==> src/hdl/rdz_pkg.sv <==
`timescale 1ns / 1ps
package rdz_pkg;

    localparam int REG_BITS = 16;
    localparam int OUT_BITS = 16;

    localparam logic [REG_BITS-1:0] DEAD_RESET = 16'd8000;
    localparam logic [REG_BITS-1:0] FULL_RESET = 16'd30000;

    localparam logic CFG_DEAD_ZONE  = 1'b0;
    localparam logic CFG_FULL_SCALE = 1'b1;

    typedef struct packed {
        logic vld;
        logic neg_x;
        logic neg_y;
        logic dead;
    } t_ctl;

endpackage

==> src/hdl/rdz_div_cell.sv <==
`timescale 1ns / 1ps
module rdz_div_cell
    import rdz_pkg::*;
#(
    parameter int NW = 46,
    parameter int DW = 32,
    parameter int QW = 15,
    parameter int SH = 0
) (
    input  logic          i_clk,
    input  logic          i_rst_n,
    input  logic          i_en,
    input  t_ctl          i_ctl,
    input  logic [DW-1:0] i_d,
    input  logic [NW-1:0] i_rem_x,
    input  logic [NW-1:0] i_rem_y,
    input  logic [QW-1:0] i_q_x,
    input  logic [QW-1:0] i_q_y,
    output t_ctl          o_ctl,
    output logic [DW-1:0] o_d,
    output logic [NW-1:0] o_rem_x,
    output logic [NW-1:0] o_rem_y,
    output logic [QW-1:0] o_q_x,
    output logic [QW-1:0] o_q_y
);
    localparam int CW = NW + 1;

    logic [CW-1:0] dsh;
    logic          take_x;
    logic          take_y;

    always_comb begin
        dsh    = {{(CW-DW){1'b0}}, i_d} << SH;
        take_x = {1'b0, i_rem_x} >= dsh;
        take_y = {1'b0, i_rem_y} >= dsh;
    end

    always_ff @(posedge i_clk) begin
        if (!i_rst_n) begin
            o_ctl <= '0;
        end else if (i_en) begin
            o_ctl <= i_ctl;
        end
    end

    always_ff @(posedge i_clk) begin
        if (i_en) begin
            o_d     <= i_d;
            o_rem_x <= take_x ? (i_rem_x - dsh[NW-1:0]) : i_rem_x;
            o_rem_y <= take_y ? (i_rem_y - dsh[NW-1:0]) : i_rem_y;
            o_q_x   <= take_x ? (i_q_x | (QW'(1) << SH)) : i_q_x;
            o_q_y   <= take_y ? (i_q_y | (QW'(1) << SH)) : i_q_y;
        end
    end
endmodule

==> config.mk <==
export PLATFORM = sky130hd
export DESIGN_NAME = rdz_div_cell
export DESIGN_NICKNAME = d
export VERILOG_FILES = /design/src/hdl/rdz_pkg.sv /design/src/hdl/rdz_div_cell.sv
export SDC_FILE = /design/constraint.sdc
export NUM_CORES = 1
export LEC_CHECK = 0
export CAP_MARGIN = 15
export CORE_MARGIN = 1
export CORE_UTILIZATION = 61
export DETAILED_ROUTE_END_ITERATION = 8
export DONT_BUFFER_PORTS = 1
export GPL_TIMING_DRIVEN = 0
export PLACE_DENSITY = 0.74
export SKIP_CTS_REPAIR_TIMING = 1
export SLEW_MARGIN = 20
export SYNTH_ARGS = -nofsm -noshare
export SYNTH_HDL_FRONTEND = slang
export SYNTH_SLANG_ARGS = --single-unit
==> constraint.sdc <==
create_clock -name i_clk -period 9.3 [get_ports i_clk]
set_input_delay 1.395 -clock i_clk [delete_from_list [all_inputs] [get_ports i_clk]]
set_output_delay 1.395 -clock i_clk [all_outputs]
set_load 0.02 [all_outputs]
Yosys cells after proc, flatten, opt, wreduce, memory -nomap -nowiden
Index checks and enable logic that the tools add are counted.
{ "totals": {"regBits": 158, "output_inout_bits": 158} }
{ "classes": {"order_cmp": 2, "n_mux": 2, "n_addsub": 2} }
{ "op_table": {"columns": ["cell", "count"], "rows": [
  [">= comparator 46 x 32 -> 1 bit", 2],
  ["2-to-1 mux 46 bit", 2],
  ["subtractor 46 x 32 -> 46 bit", 2]
]} }

Logic depth before layout (Yosys ltp)
{ "depth": {"ltp_word": 2, "mapped_depth": 14, "ltp_nobuf": 12} }

Worst setup path after synthesis
No wires, ideal clock.
{ "synth_path": {"kind": "input to register", "startpoint": "input port i_rem_y[0]", "endpoint": "register o_rem_y[44] (data pin)", "required_time_ns": 9.041, "cell_stages": 12, "t_arrival_ns": 3.831, "setup_slack_ns": 5.209, "setup_time_ns": 0.259, "cell_sequence": "inv_1 -> ha_1 -> inv_1 -> fa_1 -> a21o_1 -> a221o_1 -> a2111oi_4 -> nor2_1 -> a2111oi_4 -> or3_1 -> o2111ai_1 -> xnor2_1"} }
{ "synth_via": {"elab_chain_cells": 2, "elab_cells_between_ends": 3, "classes_between": "add/sub (1); order compare (1); mux (1)"} }
{ "synth_lines": {"columns": ["item", "line", "text"], "rows": [
  ["start: declaration", "rdz_div_cell.sv:16", "input logic [NW-1:0] i_rem_y,"],
  ["subtractor 46 x 32 -> 46 bit / >= comparator 46 x 32 -> 1 bit (equally long branches)", "rdz_div_cell.sv:50, rdz_div_cell.sv:35", null],
  ["2-to-1 mux 46 bit (*)", "rdz_div_cell.sv:50", "o_rem_y <= take_y ? (i_rem_y - dsh[NW-1:0]) : i_rem_y;"],
  ["end signal: assignment", "rdz_div_cell.sv:50", null],
  ["end: declaration", "rdz_div_cell.sv:22", "output logic [NW-1:0] o_rem_y,"]
]} }
Mark *: on every way between the ends. The rest lies on a longest branch, timed or not.
A chain may end at the register's enable or synchronous reset.

Worst setup path in the final report
{ "layout_path": {"startpoint": "input port i_d[4]", "endpoint": "register o_rem_y[37] (data pin)"} }
{ "layout_via": {"elab_chain_cells": 2, "elab_cells_between_ends": 3, "classes_between": "add/sub (1); order compare (1); mux (1)"} }
{ "layout_lines": {"columns": ["item", "line", "text"], "rows": [
  ["start: declaration", "rdz_div_cell.sv:14", "input logic [DW-1:0] i_d,"],
  ["subtractor 46 x 32 -> 46 bit / >= comparator 46 x 32 -> 1 bit (equally long branches)", "rdz_div_cell.sv:50, rdz_div_cell.sv:35", null],
  ["2-to-1 mux 46 bit (*)", "rdz_div_cell.sv:50", null]
]} }
Marks and branches as above.

==> impl_metrics.csv <==
group,metric,value,unit
sta,fmax,233,MHz
yosys,yosysSeqAreaShare,46.5,%
global_routing,grt_pass1_wl,40.8,mm
yosys,synth_ff_type,"edfxtp_1",
sta,finalSetupViolations,0,
critical_path,crit_fanout,5,
global_routing,antenna_found_initial,0,
power_and_ir_drop,powerDensity,192,nW/µm²
die,die-width,131,µm
clock_network,cts_buffer_depth,2,
cells_and_area,antenna_cells,0,
power_and_ir_drop,vdd_drop_max,0.000138,V
global_routing,grt_overflow,0,
global_routing,grt_max_degree,156,
drt,drc,0,
cells_and_area,area.growth.synth_to_final,8.62,%
cells_and_area,final_cell_mix,"edfxtp_1 (154), a21oi_1 (99), nand2_1 (73)",
clock_network,cts.htree.levels,4,
cells_and_area,multi_input_area,5020,µm²
sta,hold_violations,0,
clock_network,clkTransAtPathRegs,0.07,ns
sta,max-slew-margin-rel,44.8,%
outcome,outcome,"complete, no violations",
sta,finalMaxSlewViolations,0,
clock_network,root_buffer,"clkbuf_16",
die,dieArea,17100,µm²
place,place_congestion,0.924,
global_routing,grt_util_all_layers,32.3,%
drt,viasPerCell,6.46,
sta,tightest_slew,0.821,ns
yosys,async_flop_share,0,%
global_routing,grt_pass1_vias,7257,
cells_and_area,register_area,4700,µm²
die,row_count,46,
drt,wl_per_cell,22.7,µm
critical_path,reg2reg_depth,2,
yosys,yosysWarnings,0,
die,ios,319,
place,dp_hpwl,21.7,mm
clock_network,clock_latency,0.42,ns
cells_and_area,mostFrequentLayoutCell,"edfxtp_1",
yosys,synth-edff-count,154,
hold_path,min_path_type,"reg -> reg",
yosys,synth_fp_nets,1215,
critical_path,crit_required,9.49,ns
place,portBuffers,0,
drt,drtPass1Iterations,5,
critical_path,startpoint_type,"primary input",
yosys,synth_seq_cells,158,
yosys,synth_cell_type_count,72,
cells_and_area,design_area,11000,µm²
yosys,netlist_area,10100,µm²
sta,fin_tns_setup,0,ns
hold_path,worstHoldPathCells,2,
cells_and_area,fillers,1219,
place,postPlaceCellArea,10400,µm²
die,die_h,131,µm
cells_and_area,drive_above_1_share,7.65,%
sta,period_minus_slack,4.30,ns
sta,skew,0,ns
cells_and_area,final_nets,1234,
clock_network,numCtsBuffers,17,
critical_path,end_kind,"register",
drt,via_count,7985,
yosys,syn_inst,988,
clock_network,cts_tree,"built",
sta,finalCritPeriodShare,46.2,%
sta,rsz0062_at_grt,"false",
clock_network,clkSinkCount,158,
flow_run,maxCapViolCount,0,
power_and_ir_drop,p_leak,4.16,nW
drt,drt-total-wl,28.0,mm
yosys,synth.avg_cell_area,10.2,µm²
die,initial_core_util,63.0,%
die,core_area,16100,µm²
drt,drt_iter0_drc,614,
critical_path,timing.setup.critical_path_class,"in -> reg",
drt,ant_nets,0,
critical_path,worstPathArrival,4.49,ns
[worst paths after layout]
check | to | slack, ns | start
max | o_rem_y[37] | 5.00 | i_d[4]
min | o_ctl[3] | 0.63 | o_ctl[3]
max reg2reg | o_ctl[0] | 8.53 | o_ctl[0]
min reg2reg | o_ctl[3] | 0.63 | o_ctl[3]
[Yosys cell counts, types with 9 or more instances]
| cell type | n | area (µm²) |
|---|---|---|
| buf_2 | 9 | 45.0 |
| o21ai_0 | 68 | 340 |
| xor2_1 | 34 | 298 |
| clkbuf_1 | 26 | 97.6 |
| ha_1 | 64 | 801 |
| a21oi_1 | 99 | 495 |
| and3_1 | 10 | 62.6 |
| nand4_1 | 25 | 156 |
| a211oi_1 | 12 | 90.1 |
| nor3_1 | 16 | 80.1 |
| nor4_1 | 14 | 87.6 |
| inv_1 | 47 | 176 |
| nor2_1 | 70 | 263 |
| o211ai_1 | 12 | 90.1 |
| nand2_1 | 73 | 274 |
| edfxtp_1 | 154 | 4620 |
| or3_1 | 12 | 75.1 |
| nand3_1 | 15 | 75.1 |
| a21o_1 | 32 | 240 |
| nand2b_1 | 11 | 68.8 |
| xnor2_1 | 45 | 394 |
[registers in the layout, indices dropped and copies added (netlist names)]
register and cells:
o_ctl 4, o_d 32, o_q_x 15, o_q_y 15, o_rem_x 46, o_rem_y 46
[metal layers]
| layer | vias up | track usage (%) | wire, µm |
|---|---|---|---|
| met1 | 3749 | 41.8 | 11300 |
| met3 | 56 | 9.57 | 2890 |
| met4 | 0 | 13.3 | 961 |
| met5 | - | 0 | 0 |
| met2 | 436 | 50.6 | 12900 |
| li1 | 3744 | - | - |
[through the flow]
step / util [%] / hold slack, ns / instances / total power, mW / setup slack (ns)
CTS: 68.4 / 0.632 / 1236 / 2.10 / 5.07
floorplan: - / 0.589 / 988 / 1.30 / 5.21
global route: 68.4 / 0.677 / 1236 / 2.18 / 4.78
finish: 68.4 / 0.629 / 1236 / 2.11 / 5.00
global placement: 64.7 / 0.607 / 1204 / 1.38 / 4.65
detailed placement: 64.7 / 0.617 / 1204 / 1.39 / 4.67
[cell families (layout without fill, tap and decap cells)]
logic type,after synthesis,count (layout),share of synthesized area (%)
DFF,158,158,46.5
AOI/OAI and AO/OA,289,289,18.3
xor gates and xnor gates,79,79,6.84
muxes,16,16,1.78
and+or+nand+nor,289,289,14.4
buffers and inverters,91,123,3.89
adders and majority gates,66,66,8.31
[layout make-up]
class,instances,share of cell area [%]
Multi-Input combinational cell,739,45.7
Clock inverter,14,1.57
Clock buffer,18,3.90
Sequential cell,158,42.8
Inverter,47,1.61
Buffer,44,1.98
Tap cell,216,2.46
[worst max-delay path: stages]
cell and delay [ns]:
inv_1 0.05, ha_1 0.37, a21o_1 0.22, a21oi_1 0.23, a31oi_1 0.16, a2111oi_2 0.71
o21ai_0 0.42, a211oi_1 0.61, nand3_1 0.18, xnor2_1 0.16
[report_power, final]
group | internal, mW | total, mW | switching (mW)
combinational | 0.145 | 0.353 | 0.208
sequential | 0.891 | 1.03 | 0.138
clock | 0.407 | 0.725 | 0.318
Note: power is estimated with default switching activity, not from simulation.
