==> config.mk <==
export PLATFORM = sky130hd
export DESIGN_NAME = rdz_sqrt_cell
export DESIGN_NICKNAME = d
export VERILOG_FILES = /design/src/hdl/rdz_pkg.sv /design/src/hdl/rdz_sqrt_cell.sv
export SDC_FILE = /design/constraint.sdc
export NUM_CORES = 1
export LEC_CHECK = 0
export ABC_AREA = 1
export BUFFER_PORTS_ARGS = -buffer_cell sky130_fd_sc_hd__buf_4
export CAP_MARGIN = 10
export CORE_UTILIZATION = 40
export CTS_CLUSTER_SIZE = 12
export DETAILED_ROUTE_END_ITERATION = 7
export PLACE_DENSITY = 0.79
export REMOVE_ABC_BUFFERS = 1
export SLEW_MARGIN = 20
export SYNTH_ARGS = -nofsm -noshare
export SYNTH_HDL_FRONTEND = slang
export SYNTH_SLANG_ARGS = --single-unit
==> constraint.sdc <==
create_clock -name i_clk -period 2.71 [get_ports i_clk]
set_input_delay 0.542 -clock i_clk [delete_from_list [all_inputs] [get_ports i_clk]]
set_output_delay 0.542 -clock i_clk [all_outputs]
set_load 0.01 [all_outputs]
==> src/hdl/rdz_pkg.sv <==
`timescale 1ns / 1ps
package rdz_pkg;

    localparam int REG_BITS = 16;
    localparam int OUT_BITS = 16;

    localparam logic [REG_BITS-1:0] DEAD_RESET = 16'd8000;
    localparam logic [REG_BITS-1:0] FULL_RESET = 16'd30000;

    localparam logic CFG_DEAD_ZONE  = 1'b0;
    localparam logic CFG_FULL_SCALE = 1'b1;

    typedef struct packed {
        logic vld;
        logic neg_x;
        logic neg_y;
        logic dead;
    } t_ctl;

endpackage

==> src/hdl/rdz_sqrt_cell.sv <==
`timescale 1ns / 1ps
module rdz_sqrt_cell
    import rdz_pkg::*;
#(
    parameter int W = 16,
    parameter int K = 0
) (
    input  logic           i_clk,
    input  logic           i_rst_n,
    input  logic           i_en,
    input  t_ctl           i_ctl,
    input  logic [2*W-1:0] i_rem,
    input  logic [W-1:0]   i_root,
    input  logic [W-1:0]   i_mx,
    input  logic [W-1:0]   i_my,
    output t_ctl           o_ctl,
    output logic [2*W-1:0] o_rem,
    output logic [W-1:0]   o_root,
    output logic [W-1:0]   o_mx,
    output logic [W-1:0]   o_my
);
    localparam int SW = 2 * W + 1;

    logic [SW-1:0]  trial;
    logic           take;
    logic [2*W-1:0] n_rem;
    logic [W-1:0]   n_root;

    always_comb begin
        trial  = ({{(SW-W){1'b0}}, i_root} << (K + 1)) + (SW'(1) << (2 * K));
        take   = {1'b0, i_rem} >= trial;
        n_rem  = take ? (i_rem - trial[2*W-1:0]) : i_rem;
        n_root = take ? (i_root | (W'(1) << K)) : i_root;
    end

    always_ff @(posedge i_clk) begin
        if (!i_rst_n) begin
            o_ctl <= '0;
        end else if (i_en) begin
            o_ctl <= i_ctl;
        end
    end

    always_ff @(posedge i_clk) begin
        if (i_en) begin
            o_rem  <= n_rem;
            o_root <= n_root;
            o_mx   <= i_mx;
            o_my   <= i_my;
        end
    end
endmodule

Yosys cells after proc, flatten, opt, wreduce, memory -nomap -nowiden. Cells that the tools add are included.

Logic and storage cells: 13. Output and inout port bits: 84. Bits of input ports: 87. Register bits after elaboration: 84.

Magnitude comparators: 1. Add/subtract/negate cells: 2. Muxes and demuxes: 1.

Operators by type and width (count): 32-bit by 18-bit greater-or-equal comparator with 1-bit output (1); 32-bit 2-to-1 mux (1); 32-bit by 18-bit subtractor with 32-bit output (1); 17-bit by 1-bit adder with 18-bit output, second input constant (1).

Depth between registers and ports, before layout. Gate-level depths: netlist (run 1).

Word-level depth: 3. Mapped depth: 14. Gate-level depth less buffers: 13.

Worst setup path before layout (run 1). No wires, ideal clock.

Path type: in2reg. Start: in i_root[0]. End: reg o_root[0] (data pin). Arrival time: 1.905 ns. Data required time: 2.454 ns. Buffers on the path: 1. Setup slack: 0.548 ns. Setup time: 0.256 ns. Stages: 13. Cells stage by stage: inv_1 > fa_1 > nand2_1 > nand2_1 > nand3_2 > nand2_4 > nand2_2 > nand2_4 > nand2_2 > nand2_4 > inv_8 > buf_6 > nand2_1.

Word-level cells in the longest chain between the ends: 2.

RTL lines: start, declared (RTL line rdz_sqrt_cell.sv:13) `input logic [W-1:0] i_root,`; 17-bit by 1-bit adder with 18-bit output (RTL line rdz_sqrt_cell.sv:30) `trial = ({{(SW-W){1'b0}}, i_root} << (K + 1)) + (SW'(1) << (2 * K));`; 32-bit by 18-bit greater-or-equal comparator with 1-bit output (RTL line rdz_sqrt_cell.sv:31) `take = {1'b0, i_rem} >= trial;`; end signal, assigned (RTL line rdz_sqrt_cell.sv:47) `o_root <= n_root;`; end, declared (RTL line rdz_sqrt_cell.sv:18) `output logic [W-1:0] o_root,`.

Parallel ways exist; a longest one is shown, timed or not. A chain may end at the register's enable or synchronous reset.

Worst setup path after layout (run 1).
Start: in i_rem[1]. End: reg o_rem[16] (data pin).

Word-level cells in the longest chain between the ends: 2. Elaborated cells between the ends (all ways): 3. Classes of those cells: add/sub (1); order compare (1); mux (1).

RTL lines: start, declared (RTL line rdz_sqrt_cell.sv:12) `input logic [2*W-1:0] i_rem,`; 32-bit by 18-bit subtractor with 32-bit output / 32-bit by 18-bit greater-or-equal comparator with 1-bit output (equally long branches) (RTL line rdz_sqrt_cell.sv:32, rdz_sqrt_cell.sv:31); 32-bit 2-to-1 mux * (RTL line rdz_sqrt_cell.sv:32) `n_rem = take ? (i_rem - trial[2*W-1:0]) : i_rem;`; via n_rem[16] (RTL line rdz_sqrt_cell.sv:26) `logic [2*W-1:0] n_rem;`; end signal, assigned (RTL line rdz_sqrt_cell.sv:46) `o_rem <= n_rem;`; end, declared (RTL line rdz_sqrt_cell.sv:17) `output logic [2*W-1:0] o_rem,`.

The timed path passes the listed nets; every way through them passes the cells marked *.

==> metrics.yaml, run 1 <==
fp-row-count: 39
ctsHoldBuffers: 0
synth_simple_gate_area_share_pct: 25.0
irDropWorstVdd_mv: 0.310
synthCells: 522
violations: "design-rule violations"
syn-mean-instance-area_um2: 9.18
synth_fa_ha_area_share_pct: 4.86
fmax_mhz: 463
hold_depth: 1
num_io_pins: 171
grt_pass1_vias: 4060
worstSetupStartpointType: "primary input"
drtAntennaViolNets: 0
clk_pin_slew_ns: 0.06
hold-path-endpoint: "o_my[11]"
final.min_clock_period_ns: 2.16
arrival_ns: 2.24
synth-compound-area-share_pct: 7.20
ys_seq_area_share_pct: 51.8
async_flop_share_pct: 0
gp_congestion: 0.828
tns_ns: 0
dr_total_vias: 4030
period_share_pct: 79.7
die_h_um: 111
area_growth_pct: 35.7
ys_ff_latch: 84
antenna_found_initial: 0
wl_per_cell_um: 14.8
grt_overflow_total: 0
grt_pass1_wl_um: 20200
cts.repair.resized: 0
min_path_type: "primary input to register"
synth_top_family_by_area: "simple AND/OR/NAND/NOR gates"
synth_xor_area_share_pct: 2.74
h-tree-depth: 3
cts_root_buf: "clkbuf_16"
post_cts_buffers: 0
muxShareOfSynthArea_pct: 0
crit_fanout: 43
fin_cells: 850
cts.sinks: 84
reg2regPathDepth: 2
diodes: 0
dp_cells: 834
grt_max_degree: 55
crit_path_end_kind: "register"
r2r_end: "o_ctl[1]"
max_cap_viol_count: 0
port_buffers: 170
yosys_warnings: 0
cts_tree: "built"
synth_cell_types: 30
leakagePower_nw: 3.05
numCtsBuffers: 9
maxSlewViolCount: 0
path_class: "primary input to register"
r2r-start: "o_ctl[1]"
worst_pin_slew_ns: 0.449
grt_use_total_pct: 21.0
finalWirelength_um: 12600
start_util_pct: 41.4
die_width_um: 111
synth_edf_count: 80
rsz0062_at_grt: "false"
setup_viol: 0
crit_required_ns: 2.80
vias_per_cell: 4.74
slew_headroom_pct: 70.1
drt-pass1-iter-count: 7
drtIter0Drc: 266
hp-start: "i_my[11]"
insertion_delay_ns: 0.34
powerDensity_nw_per_um2: 557
status: "complete, but fails checks"
cts.path.max_buffers: 2
drive_gt1_share_pct: 35.9
synth-main-ff-cell: "edfxtp_1"
hold_violations: 0
nNetsFinal: 807
skew_ns: 0
die-area_um2: 12400
ff2ff_setup_slack_ns: 2.00
dp_hpwl_um: 10000
post-route-drc-count: 20
core_um2: 11600
synth_area_um2: 4790
worst_hold_slack_ns: 0.373
[cell usage after synthesis, types with 6 or more instances]
master    count  area [um2]
nor2_4        6        67.6
xnor2_1      10        87.6
ha_1         17         213
edfxtp_1     80        2400
inv_1        82         308
a21oi_2      17         149
nor3_1        6        30.0
nor2_1       43         161
o21ai_2      13         114
o21ai_0       6        30.0
a21oi_1       9        45.0
nand2_1     154         578
nand3_1      29         145
nand2_2      18         113
[logic make-up after synthesis]
| group | after synthesis |
|---|---|
| compound gates | 46 |
| xor+xnor | 15 |
| fa+ha+maj | 18 |
| buf+inv | 90 |
| flops | 84 |
| simple gates | 269 |
[power by group]
group          internal (mW)  switching [mW]  leakage, nW
sequential              1.57          0.0363        0.816
combinational          0.374           0.420         2.09
clock                  0.714           0.507        0.142
[critical path: stages]
cell,delay [ns]
buf_4,0.13
fa_1,0.45
nand2_1,0.09
nand2_1,0.10
nand3_2,0.11
nand2_4,0.07
nand2_2,0.08
nand2_4,0.05
nand2_2,0.07
nand2_4,0.11
inv_8,0.30
o21ai_2,0.10
[cells in the final DEF, fill, tap and decap left out, types with 2 or more instances in the layout]
cell type,Yosys,routed
buf_4,0,172
nand2_1,154,154
inv_1,82,82
edfxtp_1,80,80
nor2_1,43,43
nand3_1,29,29
nand2_2,18,18
a21oi_2,17,17
ha_1,17,17
o21ai_2,13,13
xnor2_1,10,10
a21oi_1,9,9
clkbuf_16,0,9
nor2_4,6,6
o21ai_0,6,6
nor3_1,6,6
xor2_1,5,5
nand4_1,4,4
dfxtp_1,4,4
nand2_4,3,3
clkinv_2,1,3
inv_2,2,2
or2_2,2,2
clkinv_4,0,2
[worst max-delay path by stage]
stage                          from  cells past startpoint  slack (ns)         to
after global placement     i_rem[1]                     13        0.22  o_rem[15]
after CTS                  i_rem[1]                     12        0.55  o_rem[16]
after detailed placement   i_rem[1]                     12        0.19  o_rem[16]
final                      i_rem[1]                     12        0.55  o_rem[16]
after floorplan           i_root[0]                     12        0.51  o_rem[11]
after global routing      i_rem[11]                     12        0.44  o_rem[16]
[cell type report]
type / count / area [um2]
Sequential cell: 84 / 2480
Clock buffer: 10 / 229
Inverter: 86 / 332
Clock inverter: 6 / 65.1
Fill cell: 1043 / 5060
Tap cell: 143 / 179
Timing Repair Buffer: 173 / 1310
Multi-Input combinational cell: 348 / 1910
[registers in the layout (all words and copies together) (netlist names)]
register,count
o_rem,32
o_mx,16
o_ctl,4
o_root,16
o_my,16
[layer usage]
metal	track usage, %	vias to the layer above	wire [um]
met4	7.57	0	208
met5	0	-	0
met1	26.0	1843	5500
met2	35.4	130	6070
met3	5.50	15	835
li1	-	2042	-
[stage by stage]
step	util, %	setup WS, ns	power (mW)	instance area, um2
after floorplan	-	0.515	2.01	4720
after global placement	53.7	0.217	2.42	6210
after detailed placement	53.7	0.186	2.43	6210
after CTS	56.3	0.551	3.67	6510
after global routing	56.3	0.442	3.78	6510
final	56.3	0.551	3.62	6510
Power figures use the tool's default switching activity.
==> inputs of run 2 (changes only) <==
==> constraint.sdc (replaced) <==
create_clock -name i_clk -period 2.1 [get_ports i_clk]
set_input_delay 0.42 -clock i_clk [delete_from_list [all_inputs] [get_ports i_clk]]
set_output_delay 0.42 -clock i_clk [all_outputs]
set_load 0.01 [all_outputs]
==> run 2 against run 1 <==
Effect of this change:
- the flow still finishes with violations (design-rule violations)
- cell count is 6.6% higher
- die area stayed put
- first-iteration DRC count is 1.9% higher
- clock power is 29% higher
- register-to-register slack worse by 0.58 ns
- critical path depth is 1 higher
- non-clock buffer count is 56 higher
- core utilization is 4.2 points higher
- via count is 5.2% higher
- global-route usage is 0.28 points higher
- combinational power is 42% higher
- critical path type unchanged
==> metrics.yaml, run 2 (synthesized netlist as in run 1, its figures left out) <==
min_path_type: "primary input to register"
post-route-drc-count: 20
powerDensity_nw_per_um2: 682
wl_per_cell_um: 14.2
core_um2: 11600
gp_congestion: 0.858
clk_pin_slew_ns: 0.06
crit_chain: "buf_4, fa_1, nand2_1, nand2_1, nand3_2, nand2_4, nand2_2, nand2_4, nand2_2, nand2_4, buf_12, nand3_1, nand2_1"
finalWirelength_um: 12900
crit_required_ns: 2.19
grt_use_total_pct: 21.3
insertion_delay_ns: 0.34
grt_overflow_total: 0
layout_commonest_cell: "buf_4"
antenna_found_initial: 0
crit_fanout: 6
cts_root_buf: "clkbuf_16"
grt_max_degree: 50
regArea_um2: 2480
slew_headroom_pct: 66.8
vias_per_cell: 4.68
skew_ns: 0
diodes: 0
max_cap_viol_count: 0
largest_reg_flops: 32
drtIter0Drc: 271
setup_viol: 0
port_buffers: 170
die-area_um2: 12400
grt_pass1_vias: 4210
rsz0062_at_grt: "false"
tns_ns: 0
cts.path.max_buffers: 2
grt_pass1_wl_um: 20600
numCtsBuffers: 9
drt-pass1-iter-count: 7
ctsHoldBuffers: 0
placed_area_um2: 6700
dp_hpwl_um: 10400
fillerInstances: 1012
irDropWorstVdd_mv: 0.310
area_growth_pct: 45.8
finalInstanceArea_um2: 6990
cts_tree: "built"
maxSlewViolCount: 0
cts.sinks: 84
period_share_pct: 91.7
multi_input_area_um2: 1910
drive_gt1_share_pct: 40.5
die_width_um: 111
fp-row-count: 39
layout_setup_ws_ns: 0.174
hold_violations: 0
slowest_delay_ns: 0.46
path_class: "primary input to register"
post_cts_buffers: 0
cts.repair.resized: 0
worstSetupStartpointType: "primary input"
violations: "design-rule violations"
final_core_util_pct: 60.4
status: "complete, but fails checks"
crit_path_end_kind: "register"
die_h_um: 111
num_io_pins: 171
top_register: "o_rem"
final.min_clock_period_ns: 1.93
leakagePower_nw: 3.34
nNetsFinal: 863
drtAntennaViolNets: 0
h-tree-depth: 3
arrival_ns: 2.02
critPathSlowestCell: "fa_1"
fmax_mhz: 519
place_ws_ns: -0.177
layout_common_cells: "buf_4, nand2_1, inv_1"
start_util_pct: 41.4
ff2ff_setup_slack_ns: 1.42
dr_total_vias: 4240
worst_pin_slew_ns: 0.493
-- run 2: changes by cell type in the layout (fill, tap and decap cells not counted), sizes merged --
cell / previous run / this run
clkinv: 5 / 4
inv: 85 / 86
buf: 173 / 229
-- run 2: metrics by stage --
step	cells	total power, mW	hold slack, ns
after floorplan	518	2.60	0.519
final	906	4.77	0.257
after CTS	906	4.83	0.246
after global placement	890	3.23	0.483
after detailed placement	890	3.24	0.495
after global routing	906	5.00	0.246
-- run 2: power breakdown --
group | internal, mW | switching (mW)
Clock | 0.921 | 0.644
Sequential | 2.03 | 0.0466
Combinational | 0.569 | 0.561
-- run 2: final cells by class --
cell class	instances	share of cell area, %
tap	143	2.56
timing repair buffer	229	25.7
inverter	86	4.74
clock inverter	6	0.913
sequential	84	35.5
clock buffer	10	3.28
multi-input combinational	348	27.3
-- run 2: routing by layer --
metal  GRT usage, %  vias up  routed length (um)
li1               -     2156                   -
met1           27.2     1925                5730
met2           35.0      143                6050
met3           5.01       16                 899
met4           8.29        0                 209
met5              0        -                   0
-- run 2: worst max-delay path: cells and delay by family --
family,cells,cell delay [ns]
buffers and inverters,2,0.27
AND/OR/NAND/NOR,10,0.84
adder cells (fa/ha/maj),1,0.46
-- run 2: worst paths after layout --
kind              startpoint         to  cells after the start
setup / recovery    i_rem[1]  o_rem[15]                     13
hold / removal      i_mx[15]   o_mx[15]                      1
setup reg to reg    o_ctl[2]   o_ctl[2]                      2
hold reg to reg     o_ctl[3]   o_ctl[3]                      2
